$ cat src/hw/rtl/apsp_pkg.sv
package apsp_pkg;

  localparam int MAX_NODES_DEF = 64;
  localparam int MAX_RESULTS   = 64;
  localparam int RES_W         = $clog2(MAX_RESULTS);
  localparam int COST_W        = 30;
  localparam int TAX_W         = 16;
  localparam int NC_W          = 7;
  localparam int VAL_W         = 17;
  localparam int PN_W          = 6;
  localparam logic [COST_W-1:0] INF_COST = 30'h3f3f3f3f;

  typedef enum logic [1:0] {
    CMD_COST  = 2'd0,
    CMD_TAX   = 2'd1,
    CMD_RUN   = 2'd2,
    CMD_QUERY = 2'd3
  } cmd_t;

  typedef enum logic [2:0] {
    CNT_HOLD,
    CNT_CLR,
    CNT_J,
    CNT_I,
    CNT_K
  } cnt_op_t;

  typedef enum logic [2:0] {
    EM_NONE,
    EM_BAD,
    EM_SAME,
    EM_STEP,
    EM_LAST
  } emit_t;

  typedef struct packed {
    logic    wr_cost;
    logic    wr_tax;
    logic    q_latch;
    cnt_op_t cnt_op;
    logic    init_wr;
    logic    relax_wr;
    logic    row_sel;
    logic    q_sel;
    logic    cap_row;
    logic    q_start;
    logic    cap_cost;
    logic    q_adv;
    emit_t   emit;
  } ctl_t;

  typedef struct packed {
    logic n_zero;
    logic j_last;
    logic i_last;
    logic k_last;
    logic q_bad;
    logic q_same;
    logic cur_eq_d;
    logic cnt_max;
    logic nxt_bad;
    logic out_free;
  } sts_t;

endpackage

$ cat src/hw/rtl/apsp_ctrl.sv
module apsp_ctrl import apsp_pkg::*; (
  input  logic       clk,
  input  logic       rst,
  input  logic       in_valid,
  input  logic [1:0] cmd,
  output logic       in_stall,
  input  sts_t       sts,
  output ctl_t       ctl
);

  typedef enum logic [3:0] {
    S_IDLE,
    S_INIT,
    S_ROW,
    S_ROWC,
    S_RD,
    S_UPD,
    S_QCHK,
    S_QCOST,
    S_WALK,
    S_STEP
  } state_t;

  state_t state;
  state_t state_next;

  assign in_stall = (state != S_IDLE);

  always_ff @(posedge clk) begin
    if (rst) begin
      state <= S_IDLE;
    end else begin
      state <= state_next;
    end
  end

  always_comb begin
    ctl        = '0;
    ctl.cnt_op = CNT_HOLD;
    ctl.emit   = EM_NONE;
    state_next = state;
    unique case (state)
      S_IDLE: begin
        if (in_valid) begin
          ctl.q_latch = 1'b1;
          unique case (cmd_t'(cmd))
            CMD_COST: ctl.wr_cost = 1'b1;
            CMD_TAX:  ctl.wr_tax = 1'b1;
            CMD_RUN: begin
              if (!sts.n_zero) begin
                ctl.cnt_op = CNT_CLR;
                state_next = S_INIT;
              end
            end
            CMD_QUERY: state_next = S_QCHK;
            default: state_next = S_IDLE;
          endcase
        end
      end
      S_INIT: begin
        ctl.init_wr = 1'b1;
        if (sts.j_last) begin
          if (sts.i_last) begin
            ctl.cnt_op = CNT_CLR;
            state_next = S_ROW;
          end else begin
            ctl.cnt_op = CNT_I;
          end
        end else begin
          ctl.cnt_op = CNT_J;
        end
      end
      S_ROW: begin
        ctl.row_sel = 1'b1;
        state_next  = S_ROWC;
      end
      S_ROWC: begin
        ctl.cap_row = 1'b1;
        state_next  = S_RD;
      end
      S_RD: begin
        state_next = S_UPD;
      end
      S_UPD: begin
        ctl.relax_wr = 1'b1;
        if (sts.j_last) begin
          if (sts.i_last) begin
            if (sts.k_last) begin
              state_next = S_IDLE;
            end else begin
              ctl.cnt_op = CNT_K;
              state_next = S_ROW;
            end
          end else begin
            ctl.cnt_op = CNT_I;
            state_next = S_ROW;
          end
        end else begin
          ctl.cnt_op = CNT_J;
          state_next = S_RD;
        end
      end
      S_QCHK: begin
        ctl.q_sel = 1'b1;
        if (sts.q_bad) begin
          if (sts.out_free) begin
            ctl.emit   = EM_BAD;
            state_next = S_IDLE;
          end
        end else if (sts.q_same) begin
          if (sts.out_free) begin
            ctl.emit   = EM_SAME;
            state_next = S_IDLE;
          end
        end else begin
          ctl.q_start = 1'b1;
          state_next  = S_QCOST;
        end
      end
      S_QCOST: begin
        ctl.q_sel    = 1'b1;
        ctl.cap_cost = 1'b1;
        state_next   = S_WALK;
      end
      S_WALK: begin
        ctl.q_sel = 1'b1;
        if (sts.cur_eq_d || sts.cnt_max) begin
          if (sts.out_free) begin
            ctl.emit   = EM_LAST;
            state_next = S_IDLE;
          end
        end else begin
          state_next = S_STEP;
        end
      end
      S_STEP: begin
        ctl.q_sel = 1'b1;
        if (sts.out_free) begin
          if (sts.nxt_bad) begin
            ctl.emit   = EM_LAST;
            state_next = S_IDLE;
          end else begin
            ctl.emit   = EM_STEP;
            ctl.q_adv  = 1'b1;
            state_next = S_WALK;
          end
        end
      end
      default: state_next = S_IDLE;
    endcase
  end

endmodule

$ cat config.mk
export PLATFORM = sky130hd
export DESIGN_NAME = apsp_ctrl
export DESIGN_NICKNAME = d
export VERILOG_FILES = /design/src/hw/rtl/apsp_pkg.sv /design/src/hw/rtl/apsp_ctrl.sv
export SDC_FILE = /design/constraint.sdc
export NUM_CORES = 1
export LEC_CHECK = 0
export ABC_CLOCK_PERIOD_IN_PS = 3900
export BUFFER_PORTS_ARGS = -buffer_cell sky130_fd_sc_hd__clkbuf_2
export CAP_MARGIN = 20
export CORE_AREA = 5 5 42 44
export DETAILED_ROUTE_END_ITERATION = 10
export DIE_AREA = 0 0 47 49
export PLACE_DENSITY = 0.78
export SYNTH_ARGS = -nofsm -noshare
export SYNTH_HDL_FRONTEND = slang
export SYNTH_SLANG_ARGS = --single-unit
$ cat constraint.sdc
create_clock -name clk -period 3.9 [get_ports clk]
set_input_delay 0.78 -clock clk [delete_from_list [all_inputs] [get_ports clk]]
set_output_delay 0.78 -clock clk [all_outputs]
set_load 0.005 [all_outputs]
==> out/summary.txt, run 1 <==
# port buffers: 32
Residual DRC: 0
mean instance size in the synthesized netlist: 7.159 um^2
grt total ovfl: 0
maximum number of pins on one net before global-route repair: 20
arrival time worst endpoint: 1750 ps
FF/Latch Area: 80.08 um^2
peak per-stage delay on the critical path: 710 ps
result of the run: complete, no violations
wire length per cell: 12.81 um
vias in the first global route: 656
placeable core region: 1401 um^2
count of final max-slew check failures: 0
Period minus WS final: 2531 ps
Synth async-reset ratio: 0
overall fraction of global-route tracks in use: 0.1459
Yosys warnings: 0
CTS buffer count: 3
number of flops mapped to enable cells by yosys: 0
largest cells by area after synthesis: sky130_fd_sc_hd__dfxtp_1, sky130_fd_sc_hd__nand2_1, sky130_fd_sc_hd__nor2_1, sky130_fd_sc_hd__nand4b_1, sky130_fd_sc_hd__o21ai_0
area share of the leading cell type in the synthesized netlist: 0.1416
critical path endpoint category: primary output
Detailed Routing Iterations Pass 1: 4
setup repair bufs after CTS: 0
ratio of total power to cell area: 521.7 nW/um^2
highest-delay cell along the critical path: sky130_fd_sc_hd__dfxtp_1
clock latency at the later pin of the worst-skew pair: 240 ps
wire length of the first global-routing pass: 2559 um
initial cell density of the core: 0.4036
peak clock frequency supported by timing: 395.1 MHz
Static Leakage: 0.3423 nW
Most flops, register: state
crit-path leading delay family: flip-flops
required time worst endpoint: 3120 ps
maximum resistive drop on vdd: 0.0002037 V
y dimension of the die: 49 um
buffer depth of the longest clock path: 2
Buf/Inv on CP: 1
clock-pin transition on the worst setup and hold timing paths: 40 ps
routability congestion estimate from global placement: 0.8373
ANT nets after route: 0
Hold Crit Depth: 2
commonest register cell after synthesis: sky130_fd_sc_hd__dfxtp_1
CTS root buf: sky130_fd_sc_hd__clkbuf_4
number of storage elements in the synthesis netlist: 4
number of levels in the clock H-tree: 1
Area growth, synth to finish: 28.76%
CP max FO: 17
Via-to-Cell Ratio: 5.656
TritonCTS clock tree: built
finished layout cell area: 728.2 um^2
sequential share of the synthesized area: 0.1416
Post-Route WL: 1601 um
Final Skew: 3.258 ps
horizontal die dimension: 47 um
RSZ-0062 raised after global routing: no
Final Core Density: 0.5196
final setup violating endpoints: 0
Starting DRT DRC Count: 5
Final Hold Fails: 0
top flop regs: state x4
combined area of the multi-input logic cells: 430.4 um^2
total number of placement rows: 14
FF-to-FF setup slack: 2190 ps
Max-Slew Margin vs Limit: 0.5771
fillcell total: 150
cell type with the highest aggregate area in the netlist: sky130_fd_sc_hd__dfxtp_1
synthesized instance count: 79
share of the clock period used by the worst path: 0.6489
Synthesized Nets: 94
Hold/Removal Path Class: input port to flip-flop
cell chain of the critical path: nand4bb_1 > nor3b_1 > o21a_1 > clkbuf_2
number of antenna violations at the first check in global routing: 0
number of cell instances on the worst register-to-register path: 4
Post-Route Hold Slack: 741.8 ps
io pins: 33
Post-Route Setup TNS: 0 ps
clock sink count: 4
estimated wirelength of the detail-placed design: 1212 um
Netlist Area Pre-Place: 565.5 um^2
Hold Buf Count CTS: 0
Die Outline Area: 2303 um^2
post-cts sizing count: 0
max reg flops: 4
share of layout cells above drive strength 1: 0.3670
cell area after placement: 705.7 um^2
number of nets in the layout: 126
Inserted Diodes: 0
stages on the worst setup path: 4
slew at the pin closest to its max-slew limit: 633.5 ps
Critical Path Source Type: flip-flop
DR vias: 707
number of unique standard cell types used by synthesis: 38
worst setup path class: flip-flop to primary output
maxcap violations: 0
-- cell usage in the layout (no fill, tap or decap) --
| cell | count |
|---|---|
| sky130_fd_sc_hd__a21o_1 | 2 |
| sky130_fd_sc_hd__a21oi_1 | 1 |
| sky130_fd_sc_hd__a221oi_1 | 1 |
| sky130_fd_sc_hd__a311oi_1 | 1 |
| sky130_fd_sc_hd__a31oi_1 | 2 |
| sky130_fd_sc_hd__a41oi_1 | 1 |
| sky130_fd_sc_hd__and2_1 | 2 |
| sky130_fd_sc_hd__and3_1 | 1 |
| sky130_fd_sc_hd__and3b_1 | 1 |
| sky130_fd_sc_hd__and4_1 | 1 |
| sky130_fd_sc_hd__clkbuf_2 | 32 |
| sky130_fd_sc_hd__clkbuf_4 | 3 |
| sky130_fd_sc_hd__dfxtp_1 | 4 |
| sky130_fd_sc_hd__inv_1 | 3 |
| sky130_fd_sc_hd__inv_2 | 1 |
| sky130_fd_sc_hd__nand2_1 | 10 |
| sky130_fd_sc_hd__nand2b_1 | 3 |
| sky130_fd_sc_hd__nand3_1 | 3 |
| sky130_fd_sc_hd__nand3b_1 | 1 |
| sky130_fd_sc_hd__nand4b_1 | 3 |
| sky130_fd_sc_hd__nand4bb_1 | 1 |
| sky130_fd_sc_hd__nor2_1 | 7 |
| sky130_fd_sc_hd__nor2b_1 | 1 |
| sky130_fd_sc_hd__nor3_1 | 3 |
| sky130_fd_sc_hd__nor3_2 | 1 |
| sky130_fd_sc_hd__nor3b_1 | 3 |
| sky130_fd_sc_hd__nor4_1 | 1 |
| sky130_fd_sc_hd__nor4_4 | 1 |
| sky130_fd_sc_hd__nor4b_2 | 1 |
| sky130_fd_sc_hd__o211ai_1 | 1 |
| sky130_fd_sc_hd__o21a_1 | 2 |
| sky130_fd_sc_hd__o21ai_0 | 5 |
| sky130_fd_sc_hd__o21ai_1 | 2 |
| sky130_fd_sc_hd__o31ai_1 | 1 |
| sky130_fd_sc_hd__o41ai_2 | 1 |
| sky130_fd_sc_hd__or2_1 | 1 |
| sky130_fd_sc_hd__or3b_1 | 1 |
-- synthesized netlist by cell type, drive strengths merged, types with 2 or more instances --
library cell  number
a31oi              2
o21ai              7
a21o               2
and2               2
nand2b             3
nor3b              3
inv                4
nand3              3
o21a               2
dfxtp              4
buf                5
nor4               2
nand4b             3
nor3               4
nor2               7
nand2             10
-- through the flow --
step | worst slack [ps] | instances | total power [W]
3_5_place_dp | 1678 | 122 | 0.0003299
4_1_cts | 1354 | 125 | 0.0003839
5_1_grt | 1260 | 125 | 0.0004136
2_1_floorplan | 1965 | 79 | 0.0002667
3_3_place_gp | 1695 | 122 | 0.0003250
6_report | 1369 | 125 | 0.0003799
-- metal layers --
layer | track usage | part of all wire | up-vias
li1 | - | - | 355
met1 | 0.1740 | 0.39 | 324
met2 | 0.2489 | 0.56 | 25
met3 | 0 | 0.044 | 3
met4 | 0.08295 | 0.014 | 0
met5 | 0 | 0 | -
-- report_power, final --
part,total [W],internal [W],switching [W]
Clock,0.0000510,0.0000344,0.0000166
Combinational,0.000217,0.000111,0.000106
Sequential,0.000112,0.0000548,0.0000575
-- worst paths after layout --
kind,endpoint,from
setup / recovery,ctl[1],state[2]
hold reg to reg,state[3],state[0]
hold / removal,state[0],rst
setup reg to reg,state[2],state[3]
-- worst reg2reg max path, delay by kind of cell (launching register included) --
| kind | cells | cell delay [ps] |
|---|---|---|
| AOI/OAI and AO/OA | 3 | 460 |
| DFF | 1 | 710 |
| and+or+nand+nor | 1 | 460 |
-- final cells by class --
type | instances | share of cell area
Sequential cell | 4 | 0.1100
Multi-Input combinational cell | 66 | 0.5911
Timing Repair Buffer | 32 | 0.2199
Inverter | 4 | 0.02062
Tap cell | 16 | 0.02749
Clock buffer | 3 | 0.03093
-- cells by family (layout without fill, tap and decap cells) --
| logic type | count (synthesis) | count (layout) | share of synthesized area |
|---|---|---|---|
| AO/OA/AOI/OAI | 20 | 20 | 0.2478 |
| buffers and inverters | 9 | 39 | 0.09734 |
| flip-flops | 4 | 4 | 0.1416 |
| AND/OR/NAND/NOR | 46 | 46 | 0.5133 |
Note: power is estimated with default switching activity, not from simulation.
==> run 2, diff against run 1 <==
- ABC_AREA: unset -> 1
- ABC_CLOCK_PERIOD_IN_PS: 3900 -> 2100
- CORE_AREA: 5 5 42 44 -> unset
- CORE_MARGIN: unset -> 5
- CORE_UTILIZATION: unset -> 39
- DIE_AREA: 0 0 47 49 -> unset
- PLACE_DENSITY: 0.78 -> 0.74
- clock period: 3.9 -> 2.1 ns (I/O delays scaled with it)
==> run 2 against run 1 <==
Non-clock buffer count did not move. Hold slack worse by 360 ps. Clock skew rose by 4.7 ps. Synthesized cell count increased by 41%. First-iteration DRC count rose to 2.6 times the previous value. Clock power increased by 84%. Highest routed layer unchanged.
==> out/summary.txt, run 2 <==
mean instance size in the synthesized netlist: 5.523 um^2 (-23%)
Max-Slew Margin vs Limit: 0.7745 (+0.1974)
result of the run: complete, no violations
share of the clock period used by the worst path: 0.8972
Via-to-Cell Ratio: 4.789 (-15%)
highest-delay cell along the critical path: sky130_fd_sc_hd__dfxtp_1
Static Leakage: 0.5065 nW (+48%)
max reg flops: 4 (unchanged)
share of the synthesized area in compound gates (AO/OA/AOI/OAI): 0.1184 (-0.1294)
post-synthesis xor/xnor area fraction: 0 (unchanged)
maximum number of pins on one net before global-route repair: 9 (-55%)
share of layout cells above drive strength 1: 0.3862 (+0.01923)
arrival time worst endpoint: 1460 ps (-290 ps)
sequential share of the synthesized area: 0.1306 (-0.01098)
post-synthesis share of cell area spent on full adders, half adders and majority gates: 0 (unchanged)
RSZ-0062 raised after global routing: no
ratio of total power to cell area: 739.8 nW/um^2 (+42%)
number of non-filler instances in the completed layout: 161 (+29%)
count of final max-slew check failures: 0 (unchanged)
Hold Buf Count CTS: 0 (unchanged)
peak per-stage delay on the critical path: 400 ps (-310 ps)
multiplexer share of the synthesized area: 0 (unchanged)
commonest cells in the synthesized netlist: sky130_fd_sc_hd__nand2_1, sky130_fd_sc_hd__inv_1, sky130_fd_sc_hd__nand3_1, sky130_fd_sc_hd__nor2_1, sky130_fd_sc_hd__nor2_2
Hold Crit Depth: 2 (unchanged)
combinational family with the most area after synthesis: simple AND/OR/NAND/NOR gates
number of flops mapped to enable cells by yosys: 0 (unchanged)
Post-Route Setup TNS: 0 ps (unchanged)
Synth async-reset ratio: 0 (unchanged)
Detailed Routing Iterations Pass 1: 4 (unchanged)
Min-Delay Startpoint: rst
ANT nets after route: 0 (unchanged)
estimated wirelength of the detail-placed design: 1434 um (+18%)
Starting DRT DRC Count: 13 (+8)
Die Outline Area: 2465 um^2 (+7.0%)
maxcap violations: 0 (unchanged)
wire length of the first global-routing pass: 2684 um (+4.9%)
number of storage elements in the synthesis netlist: 4 (unchanged)
maximum resistive drop on vdd: 0.0004237 V (+110%)
CTS root buf: sky130_fd_sc_hd__clkbuf_4
vias in the first global route: 667 (+1.7%)
routability congestion estimate from global placement: 0.7953 (-5.0%)
cell type with the highest aggregate area in the netlist: sky130_fd_sc_hd__nand2_1
grt total ovfl: 0 (unchanged)
clock-pin transition on the worst setup and hold timing paths: 40 ps (about the same)
Residual DRC: 0 (unchanged)
top flop regs: state x4
CP most frequent cell: sky130_fd_sc_hd__nand2_2
largest cells by area after synthesis: sky130_fd_sc_hd__nand2_1, sky130_fd_sc_hd__dfxtp_1, sky130_fd_sc_hd__inv_1, sky130_fd_sc_hd__nand3_1, sky130_fd_sc_hd__nor2_2
Hold/Removal Path Class: input port to flip-flop
Area growth, synth to finish: 31.22%
Final Hold Fails: 0 (unchanged)
total number of placement rows: 14 (unchanged)
TritonCTS clock tree: built
initial cell density of the core: 0.4070 (+0.003406)
post-cts sizing count: 0 (unchanged)
Worst Hold Endpoint: state[3]
DR vias: 771 (+9.1%)
Synthesized Nets: 126 (+34%)
worst setup path class: flip-flop to primary output
commonest register cell after synthesis: sky130_fd_sc_hd__dfxtp_1
Worst R2R Start: state[0]
number of cell instances on the worst register-to-register path: 7 (+3)
CTS buffer count: 3 (unchanged)
clock latency at the later pin of the worst-skew pair: 230 ps (about the same)
required time worst endpoint: 1680 ps (-1440 ps)
y dimension of the die: 49.65 um (+1.3%)
leading cell types in the layout, fill and taps excluded: sky130_fd_sc_hd__clkbuf_2, sky130_fd_sc_hd__nand2_1, sky130_fd_sc_hd__inv_1
placeable core region: 1506 um^2 (+7.5%)
slew at the pin closest to its max-slew limit: 337.8 ps (-295.7 ps)
number of levels in the clock H-tree: 1 (unchanged)
number of cells in the design after placement: 158 (+30%)
simple-gate share of the synthesized area: 0.5796 (+0.06632)
Post-Route WL: 1635 um (+2.1%)
Final Skew: 7.941 ps (+4.683 ps)
number of antenna violations at the first check in global routing: 0 (unchanged)
FF-to-FF setup slack: 820 ps (-1370 ps)
cell chain of the critical path: nor2_2 > nand2_2 > inv_2 > nand2_2 > nor3_2 > nand2_1 > o21ai_1 > clkbuf_2
io pins: 33 (unchanged)
horizontal die dimension: 49.65 um (+5.6%)
# port buffers: 32 (unchanged)
Final Core Density: 0.5341 (+0.01441)
Critical Path Source Type: flip-flop
CP max FO: 8 (-9)
most common library cell in the layout ignoring fill and taps: sky130_fd_sc_hd__clkbuf_2
fillcell total: 165 (+10%)
clock sink count: 4 (unchanged)
number of unique standard cell types used by synthesis: 24 (-37%)
critical path endpoint category: primary output
synthesized instance count: 111 (+41%)
Most flops, register: state
number of nets in the layout: 162 (+29%)
peak clock frequency supported by timing: 530.7 MHz
worst flop-to-flop path endpoint: state[0]
area share of the leading cell type in the synthesized netlist: 0.1898 (+0.04820)
most numerous cell in the Yosys netlist: sky130_fd_sc_hd__nand2_1
Yosys warnings: 0 (unchanged)
Period minus WS final: 1884 ps
Inserted Diodes: 0 (unchanged)
wire length per cell: 10.16 um (-21%)
buffer depth of the longest clock path: 2 (unchanged)
overall fraction of global-route tracks in use: 0.1307 (-0.01520)
crit path launch: state[0]
setup repair bufs after CTS: 0 (unchanged)
final setup violating endpoints: 0 (unchanged)
Netlist Area Pre-Place: 613.1 um^2 (+8.4%)
## run 2: how the worst max path moves through the flow
stage                     slack [ps]  cells past startpoint      end
after global placement           490                      4   ctl[1]
final                            220                      8  ctl[11]
after detailed placement         460                      8  ctl[11]
after global routing              70                      8  ctl[11]
after floorplan                  650                      8  ctl[11]
after CTS                        200                      8  ctl[11]
## run 2: routing by layer
metal | up-vias | global-route usage | wire (um)
met3 | 4 | 0.01807 | 122
met1 | 321 | 0.1604 | 700
met5 | - | 0 | 0
li1 | 421 | - | -
met2 | 25 | 0.2246 | 788
met4 | 0 | 0.05240 | 24
## run 2: critical path: cells and delay by family (launching register included)
kind                   cells  cell delay (ps)
and+or+nand+nor            5              570
AOI/OAI and AO/OA          1               70
buffers and inverters      2              200
DFF                        1              400
## run 2: cell families (layout without fill, tap and decap cells)
| kind of cell | count (synthesis) | in the layout |
|---|---|---|
| AND/OR/NAND/NOR | 69 | 69 |
| flip-flops | 4 | 4 |
| AO/OA/AOI/OAI | 12 | 12 |
| buffers and inverters | 26 | 60 |
## run 2: power breakdown
part	internal (W)	switching, W
registers	0.0000911	0.0000300
clock network	0.0000638	0.0000298
logic	0.000145	0.000235
total	0.000300	0.000295
## run 2: cell type report
type                            count  area [um^2]  share of cell area
Multi-Input combinational cell     81        427.9              0.5319
Timing Repair Buffer               32        160.2              0.1991
Sequential cell                     4        80.08             0.09953
Inverter                           25        93.84              0.1166
Clock buffer                        3        22.52             0.02799
Tap cell                           16        20.02             0.02488
## run 2: per-stage QoR
step | power, W | hold slack (ps) | cell area (um^2) | worst slack (ps)
2_1_floorplan | 0.0004096 | 489.1 | 613.1 | 650.9
3_3_place_gp | 0.0004996 | 596.1 | 782.0 | 494.3
3_5_place_dp | 0.0005029 | 606.6 | 782.0 | 463.2
4_1_cts | 0.0006007 | 384.0 | 804.5 | 200.7
5_1_grt | 0.0006558 | 396.4 | 804.5 | 67.65
6_report | 0.0005952 | 385.2 | 804.5 | 215.8
